[src/hw/rtl/spi_pkg.sv]
// Shared types and constants for the scratch playhead interpolator.
// No dependencies; every other file in hw/rtl refers to this package by scoped name.
`default_nettype none

package spi_pkg;

  // Field widths.
  localparam int SAMPLE_W   = 16;
  localparam int FRAME_W    = 2 * SAMPLE_W;
  localparam int KIND_W     = 3;
  localparam int SEED_W     = 33;
  localparam int HEAD_W     = 32;
  localparam int SPEED_W    = 24;
  localparam int GAIN_W     = 23;
  localparam int DECAY_W    = 17;
  localparam int MAXSPD_W   = 23;
  localparam int BAND_W     = 17;
  localparam int CFG_IDX_W  = 2;
  localparam int CFG_DATA_W = 23;
  localparam int JOG_W      = 41;

  // Parameter defaults.
  localparam int HISTORY_DEPTH_DEF = 65536;
  localparam int FRAC_BITS_DEF     = 16;

  // Fixed arithmetic constants.
  localparam int                  DECAY_SHIFT = 16;
  localparam logic [SPEED_W-1:0]  SPEED_SAT   = 24'h7F_FFFF;
  localparam logic [HEAD_W-1:0]   HEAD_ALL    = 32'hFFFF_FFFF;

  // Item kinds.
  localparam logic [KIND_W-1:0] KIND_PUSH   = 3'd0;
  localparam logic [KIND_W-1:0] KIND_JOG    = 3'd1;
  localparam logic [KIND_W-1:0] KIND_SEED   = 3'd2;
  localparam logic [KIND_W-1:0] KIND_END    = 3'd3;
  localparam logic [KIND_W-1:0] KIND_RENDER = 3'd4;

  // Configuration register indexes.
  localparam logic [CFG_IDX_W-1:0] CFG_GAIN  = 2'd0;
  localparam logic [CFG_IDX_W-1:0] CFG_DECAY = 2'd1;
  localparam logic [CFG_IDX_W-1:0] CFG_MAX   = 2'd2;
  localparam logic [CFG_IDX_W-1:0] CFG_BAND  = 2'd3;

  // Configuration reset values.
  localparam logic [GAIN_W-1:0]   GAIN_RST  = 23'd3277;
  localparam logic [DECAY_W-1:0]  DECAY_RST = 17'd65208;
  localparam logic [MAXSPD_W-1:0] MAX_RST   = 23'd262144;
  localparam logic [BAND_W-1:0]   BAND_RST  = 17'd655;

  // One result word.
  typedef struct packed {
    logic signed [SAMPLE_W-1:0] left_out;
    logic signed [SAMPLE_W-1:0] right_out;
    logic                       audible;
    logic                       engaged;
    logic [HEAD_W-1:0]          head_position;
  } res_t;

endpackage

`default_nettype wire

[src/hw/rtl/spi_out_if.sv]
// Result channel of the scratch playhead interpolator: valid/ready plus result fields.
// Depends on spi_pkg for field widths.
`default_nettype none

interface spi_out_if;
  logic                                 valid;
  logic                                 ready;
  logic signed [spi_pkg::SAMPLE_W-1:0]  left_out;
  logic signed [spi_pkg::SAMPLE_W-1:0]  right_out;
  logic                                 audible;
  logic                                 engaged;
  logic [spi_pkg::HEAD_W-1:0]           head_position;

  modport source (output valid, left_out, right_out, audible, engaged, head_position,
                  input ready);
  modport sink (input valid, left_out, right_out, audible, engaged, head_position,
                output ready);
endinterface

`default_nettype wire

[src/hw/rtl/spi_outq.sv]
// Two-word result queue that parts the engine from the result channel.
// Depends on spi_pkg for the result word and on spi_out_if.
`default_nettype none

module spi_outq (
  input  logic             clk,
  input  logic             rst_n,
  input  logic             push,
  input  spi_pkg::res_t    push_data,
  output logic             room,
  spi_out_if.source        out_ch
);

  spi_pkg::res_t ent_r [2];
  logic          wr_ptr_r, rd_ptr_r;
  logic [1:0]    cnt_r;
  logic          pop;
  spi_pkg::res_t head;

  assign pop  = out_ch.valid && out_ch.ready;
  assign room = (cnt_r != 2'd2);
  assign head = ent_r[rd_ptr_r];

  assign out_ch.valid         = (cnt_r != 2'd0);
  assign out_ch.left_out      = head.left_out;
  assign out_ch.right_out     = head.right_out;
  assign out_ch.audible       = head.audible;
  assign out_ch.engaged       = head.engaged;
  assign out_ch.head_position = head.head_position;

  always_ff @(posedge clk) begin
    if (!rst_n) begin
      wr_ptr_r <= 1'b0;
      rd_ptr_r <= 1'b0;
      cnt_r    <= 2'd0;
    end else begin
      if (push) begin
        wr_ptr_r <= ~wr_ptr_r;
      end
      if (pop) begin
        rd_ptr_r <= ~rd_ptr_r;
      end
      if (push && !pop) begin
        cnt_r <= cnt_r + 2'd1;
      end else if (pop && !push) begin
        cnt_r <= cnt_r - 2'd1;
      end
    end
  end

  always_ff @(posedge clk) begin
    if (push) begin
      ent_r[wr_ptr_r] <= push_data;
    end
  end

endmodule

`default_nettype wire

[src/flat_wrapper.sv]
// flat-port wrapper written by rule: the top's interface ports become plain ports
module spi_outq_flat 
  (clk, rst_n, push, push_data, room, out_ch_valid, out_ch_left_out, out_ch_right_out, out_ch_audible, out_ch_engaged, out_ch_head_position, out_ch_ready);
  spi_out_if out_ch_i ();
  input  logic clk;
  input  logic rst_n;
  input  logic push;
  input  spi_pkg::res_t push_data;
  output logic room;
  output wire logic [$bits(out_ch_i.valid)-1:0] out_ch_valid;
  output wire logic [$bits(out_ch_i.left_out)-1:0] out_ch_left_out;
  output wire logic [$bits(out_ch_i.right_out)-1:0] out_ch_right_out;
  output wire logic [$bits(out_ch_i.audible)-1:0] out_ch_audible;
  output wire logic [$bits(out_ch_i.engaged)-1:0] out_ch_engaged;
  output wire logic [$bits(out_ch_i.head_position)-1:0] out_ch_head_position;
  input wire logic [$bits(out_ch_i.ready)-1:0] out_ch_ready;
  assign out_ch_valid = out_ch_i.valid;
  assign out_ch_left_out = out_ch_i.left_out;
  assign out_ch_right_out = out_ch_i.right_out;
  assign out_ch_audible = out_ch_i.audible;
  assign out_ch_engaged = out_ch_i.engaged;
  assign out_ch_head_position = out_ch_i.head_position;
  assign out_ch_i.ready = out_ch_ready;
  spi_outq u_core (.clk(clk), .rst_n(rst_n), .push(push), .push_data(push_data), .room(room), .out_ch(out_ch_i));
endmodule
[config.mk]
export PLATFORM = sky130hd
export DESIGN_NAME = spi_outq_flat
export DESIGN_NICKNAME = d
export VERILOG_FILES = /design/src/hw/rtl/spi_pkg.sv /design/src/hw/rtl/spi_out_if.sv /design/src/hw/rtl/spi_outq.sv /design/src/flat_wrapper.sv
export SDC_FILE = /design/constraint.sdc
export NUM_CORES = 1
export LEC_CHECK = 0
export BUFFER_PORTS_ARGS = -buffer_cell sky130_fd_sc_hd__buf_4
export CORE_ASPECT_RATIO = 1.1
export CORE_MARGIN = 2
export CORE_UTILIZATION = 52
export CTS_CLUSTER_DIAMETER = 150
export DETAILED_ROUTE_END_ITERATION = 6
export PLACE_DENSITY = 0.8
export SYNTH_ARGS = -nofsm -noshare
export SYNTH_HDL_FRONTEND = slang
export SYNTH_SLANG_ARGS = --single-unit
[constraint.sdc]
create_clock -name clk -period 4.1 [get_ports clk]
set_input_delay 0 -clock clk [delete_from_list [all_inputs] [get_ports clk]]
set_output_delay 0 -clock clk [all_outputs]
set_load 0.02 [all_outputs]
==> results of run 1 <==
## final cells by class
type,instances,area (um2),share of cell area
Multi-Input combinational cell,83,872,0.118
Timing Repair Buffer,209,1740,0.236
Clock buffer,19,422,0.0570
Clock inverter,13,144,0.0195
Sequential cell,137,4070,0.550
Tap cell,117,146,0.0198
## stage by stage
stage / instances / total power, mW / hold WS (ns)
after CTS: 578 / 4.18 / 0.195
final: 578 / 4.15 / 0.218
after global placement: 476 / 2.68 / 0.186
after floorplan: 227 / 2.32 / 0.0989
after global routing: 578 / 4.31 / 0.201
after detailed placement: 476 / 2.69 / 0.187
## layer usage
layer / vias up / share of wire / track usage
met5: - / 0 / 0
met4: 0 / 0.014 / 0.0804
met3: 16 / 0.064 / 0.0678
met2: 114 / 0.52 / 0.327
met1: 1378 / 0.40 / 0.232
li1: 1342 / - / -
## sequential cells by signal, summed over array words and instances, names as in the netlist, named ones only
name and count:
u_core.cnt_r 2, u_core.rd_ptr_r 1, u_core.ent_r 132, u_core.wr_ptr_r 1
## layout by cell type, fill, tap and decap left out
cell type and instances:
o21ai_1 1, or2_1 1, or3_1 1, clkinvlp_4 4
nor2b_4 1, o21a_1 1, clkinv_2 2, and2_2 1
xnor2_1 2, dlygate4sd3_1 70, nand2b_1 1, clkbuf_1 2
clkinv_4 2, bufinv_16 2, nor2b_1 1, inv_6 3
mux2_1 66, buf_4 139, clkbuf_8 1, ha_1 1
dfxtp_1 4, xor2_1 1, clkbuf_16 16, dfxtp_4 1
o21ai_0 1, and2_1 3, a21boi_1 1, edfxtp_1 132
## worst max-delay path by stage
stage | from | to | slack (ns) | depth (start not counted)
after detailed placement | u_core.wr_ptr_r | u_core.ent_r[0][11] | 2.09 | 2
after floorplan | u_core.wr_ptr_r | u_core.ent_r[0][0] | 0.34 | 1
after global routing | flip-flop | out_ch_head_position[20] | 1.93 | 2
final | flip-flop | out_ch_left_out[15] | 2.03 | 2
after CTS | flip-flop | out_ch_left_out[15] | 1.99 | 2
after global placement | u_core.wr_ptr_r | u_core.ent_r[0][18] | 2.14 | 2
## power by group
group / total (mW) / switching, mW / leakage (nW) / internal, mW
combinational: 0.959 / 0.461 / 1.27 / 0.497
sequential: 1.77 / 0.134 / 1.28 / 1.63
clock: 1.42 / 0.551 / 0.265 / 0.869
## worst reg2reg max path: stages, from the launching register on
cell and delay, ns:
dfxtp_1 0.34, nor2b_4 0.69, buf_4 0.60
## kinds of logic after synthesis
logic type,share of synthesized area
AO/OA/AOI/OAI,0.00501
XOR/XNOR,0.00527
adder cells (fa/ha/maj),0.00251
buffers and inverters,0.0125
flip-flops,0.814
multiplexers,0.149
AND/OR/NAND/NOR,0.0113
## repair_timing
item	CTS	global route
hold endpoints to repair	137	0
endpoints found under the setup margin	0	0
hold buffers	70	0
resized for setup	0	0
==> flow_summary.toml, run 1 <==
[timing]
layout_min_cycle_time_ns = 2.07
max_freq_mhz = 483
hold_violations = 0
slew_violations = 0
rsz0062_at_grt = "false"
post-route-period-util = 0.505
finalClockSkew_ns = 0.00611
setup_violations = 0
tns_ns = 0
max_slew_margin = 0.401
layout_setup_ws_ns = 2.03
worstMarginPinSlew_ns = 0.898

[critical_path]
critical-path-max-stage-delay_ns = 0.94
crit_type = "reg2out"
ff2ff_path_depth = 2
r2r_slack_ns = 2.10
crit_required_ns = 4.10
crit_fanout = 66
r2r-end = "u_core.ent_r[0][14]"
path_cells = "mux2_1, buf_4"
worst_path_max_delay_cell = "dfxtp_4"
r2r_start = "u_core.wr_ptr_r"
end_kind = "output port"
critPathTopFamily = "flip-flops"
path_buf_inv = 1
critPathArrivalTime_ns = 2.07
critPathLaunchType = "flip-flop"

[layout]
syn_to_final_growth_pct = 48.2
n_fill_cell = 483
final_util = 0.791
diodes = 0
fin_nets = 519
stdcell_area_um2 = 7400
drive_gt1_frac = 0.373

[placement]
dp_hpwl_um = 5580
gp_congestion = 0.740
place_ws_ns = 2.09
numPortBuffers = 137
detailed_place.area_um2 = 6130

[floorplanning]
row_count = 37
start_util = 0.534
die_area_um2 = 10400
core_area_um2 = 9350
io_pins = 138
fp.dieW_um = 97.4
dieHeight_um = 107

[grt]
grt_max_degree = 67
grt_pass1_vias = 2981
overflow = 0
grt_use_total = 0.195
grt_pass1_wl_um = 15000
grt_antenna_before_repair = 0

[clock_network]
cts_root_buffer = "clkbuf_8"
cts_tree = "done"
htree_levels = 4
path_clk_slew_ns = 0.06
clk_latency_ns = 0.50
numCtsBuffers = 17
clock_sinks = 137
clock_tree.buffer_depth = 2
cts_setup_buffers = 0

[status]
status = "completed"

[logic_synthesis]
synth_most_common_cell = "edfxtp_1"
synth_edf_count = 132
synthFlopType = "edfxtp_1"
ys_seq_elements = 137
async_flop_share = 0
synth_area_leaders = "edfxtp_1, mux2_1, dfxtp_1"
netlist_area_um2 = 4990
ys_warn_count = 0
synth.distinct_cells = 18
synthTopCellsByCount = "edfxtp_1, mux2_1, dfxtp_1"
synth_top_cell_by_area = "edfxtp_1"
synthCells = 227
netlist.area_leader.share = 0.794
syn_avg_cell_area_um2 = 22.0
yosysSeqAreaShare = 0.814
synth_nets = 298

[min_path]
holdPathStages = 2
min_to = "u_core.ent_r[1][4]"
min_path_type = "in2reg"
min_from = "push_data[4]"

[route]
wl_per_cell_um = 17.1
ant_nets = 0
routed_via_density = 4.93
wirelength_um = 9890
drt_iter0_drc = 153
detailroute.via_count = 2850
first_pass_iters = 4
drc = 0

[power]
p_per_area_nw_per_um2 = 561
leakagePower_nw = 2.82
irDropWorstVdd_uv = 597

[run]
max_cap_viol_count = 0
Note: power is estimated with default switching activity, not from simulation.
==> inputs of run 2 (changes only) <==
--- a/config.mk
+++ b/config.mk
@@ -8,10 +8,10 @@
 export BUFFER_PORTS_ARGS = -buffer_cell sky130_fd_sc_hd__buf_4
 export CORE_ASPECT_RATIO = 1.1
 export CORE_MARGIN = 2
-export CORE_UTILIZATION = 52
+export CORE_UTILIZATION = 47
 export CTS_CLUSTER_DIAMETER = 150
 export DETAILED_ROUTE_END_ITERATION = 6
-export PLACE_DENSITY = 0.8
+export PLACE_DENSITY = 0.77
 export SYNTH_ARGS = -nofsm -noshare
 export SYNTH_HDL_FRONTEND = slang
 export SYNTH_SLANG_ARGS = --single-unit
==> constraint.sdc (replaced) <==
create_clock -name clk -period 1.8 [get_ports clk]
set_input_delay 0 -clock clk [delete_from_list [all_inputs] [get_ports clk]]
set_output_delay 0 -clock clk [all_outputs]
set_load 0.02 [all_outputs]
==> run 2 against run 1 <==
Effect of this change: combinational power rose to 2.6 times the previous value; sequential share of layout area down 0.84 points; cell area up 1.6%; total power up 130%; clock skew up 0.0070 ns; largest cell class unchanged; worst hold slack worse by 0.15 ns; critical path depth up 1; wire length down 1.1%; via count down 0.56%.
==> flow_summary.toml, run 2 (synthesis results as in run 1) <==
[timing]
setup_violations = 0
tns_ns = 0
layout_min_cycle_time_ns = 1.70
max_slew_margin = 0.693
slew_violations = 0
worstMarginPinSlew_ns = 0.461
rsz0062_at_grt = "false"
max_freq_mhz = 589
layout_setup_ws_ns = 0.101
post-route-period-util = 0.944
finalClockSkew_ns = 0.0131
hold_violations = 0

[grt]
grt_max_degree = 37
overflow = 0
grt_use_total = 0.179
grt_pass1_wl_um = 15200
grt_pass1_vias = 3189
grt_antenna_before_repair = 0

[critical_path]
crit_required_ns = 1.80
critPathArrivalTime_ns = 1.70
end_kind = "output port"
crit_type = "reg2out"
critPathLaunchType = "flip-flop"
ff2ff_path_depth = 4
crit_fanout = 18

[route]
ant_nets = 0
wirelength_um = 9780
wl_met2_um = 5250
met1_length_um = 3800
routed_via_density = 4.67
drt_iter0_drc = 106
wl_per_cell_um = 16.1
detailroute.via_count = 2834
wl_met3_um = 587
first_pass_iters = 4
drc = 0
top_layer = "met4"

[floorplanning]
core_area_um2 = 10300
die_area_um2 = 11500
io_pins = 138
fp.dieW_um = 102
row_count = 39
dieHeight_um = 112
start_util = 0.482

[min_path]
holdPathStages = 4
min_path_type = "in2reg"

[placement]
dp_hpwl_um = 5700
gp_congestion = 0.675
place_ws_ns = 0.348
detailed_place.area_um2 = 6260
numPortBuffers = 137

[clock_network]
clock_tree.buffer_depth = 2
ctsResizeCount = 0
htree_levels = 4
cts_setup_buffers = 0
clk_latency_ns = 0.41
cts_tree = "done"
path_clk_slew_ns = 0.05
numCtsBuffers = 17
clock_sinks = 137
cts_root_buffer = "clkbuf_16"

[layout]
final_cell_mix = "buf_4, edfxtp_1, dlygate4sd3_1"
top_register = "u_core.ent_r"
drive_gt1_frac = 0.373
syn_to_final_growth_pct = 50.5
stdcell_area_um2 = 7510
largest_reg_flops = 132
fin_nets = 522
n_fill_cell = 639
final_common_cell = "buf_4"
top_regs = "u_core.ent_r x132, u_core.cnt_r x2"
diodes = 0

[power]
leakagePower_nw = 2.87
irDropWorstVdd_uv = 783
p_per_area_nw_per_um2 = 1280
power.total_mw = 9.64

[run]
max_cap_viol_count = 0

[status]
status = "completed"
run 2: critical path, cell delays in order, from the launching register on:
cell     delay (ns)
dfxtp_4        0.53
buf_4          0.27
mux2_1         0.34
buf_4          0.16
run 2: timing repair:
item                                    in CTS  in global routing
hold buffers                                68                  0
endpoints found under the setup margin       0                  0
endpoints found under the hold margin      137                  0
run 2: worst paths after layout:
kind                                           end             from  slack (ns)
worst max-delay path            out_ch_left_out[7]        flip-flop        0.10
worst min-delay path                     flip-flop     out_ch_ready        0.07
worst max register to register     u_core.wr_ptr_r  u_core.wr_ptr_r        0.12
worst min register to register     u_core.cnt_r[1]  u_core.cnt_r[1]        0.55
run 2: where the power goes:
group	total [mW]	switching, mW	internal (mW)
Sequential	3.87	0.144	3.72
Combinational	2.45	1.23	1.21
Clock	3.33	1.18	2.15
Total	9.64	2.56	7.08
run 2: stage by stage:
step	hold slack, ns	utilization	std cells
after CTS	0.0509	0.726	607
after global routing	0.103	0.726	607
final	0.0686	0.726	607
after detailed placement	0.188	0.605	507
after floorplan	0.0989	-	227
after global placement	0.185	0.605	507
run 2: layer usage:
layer / vias to the layer above / track usage
met5: - / 0
met4: 0 / 0.0711
met3: 14 / 0.0648
met2: 101 / 0.313
met1: 1371 / 0.196
li1: 1348 / -
run 2: final cells by class:
type	count	area [um2]	share of cell area
multi-input cells	83	872	0.116
well taps	143	179	0.0238
flip-flops and latches	137	4070	0.542
clock inverters	12	131	0.0175
repair buffers	212	1820	0.243
clock buffers	20	437	0.0581
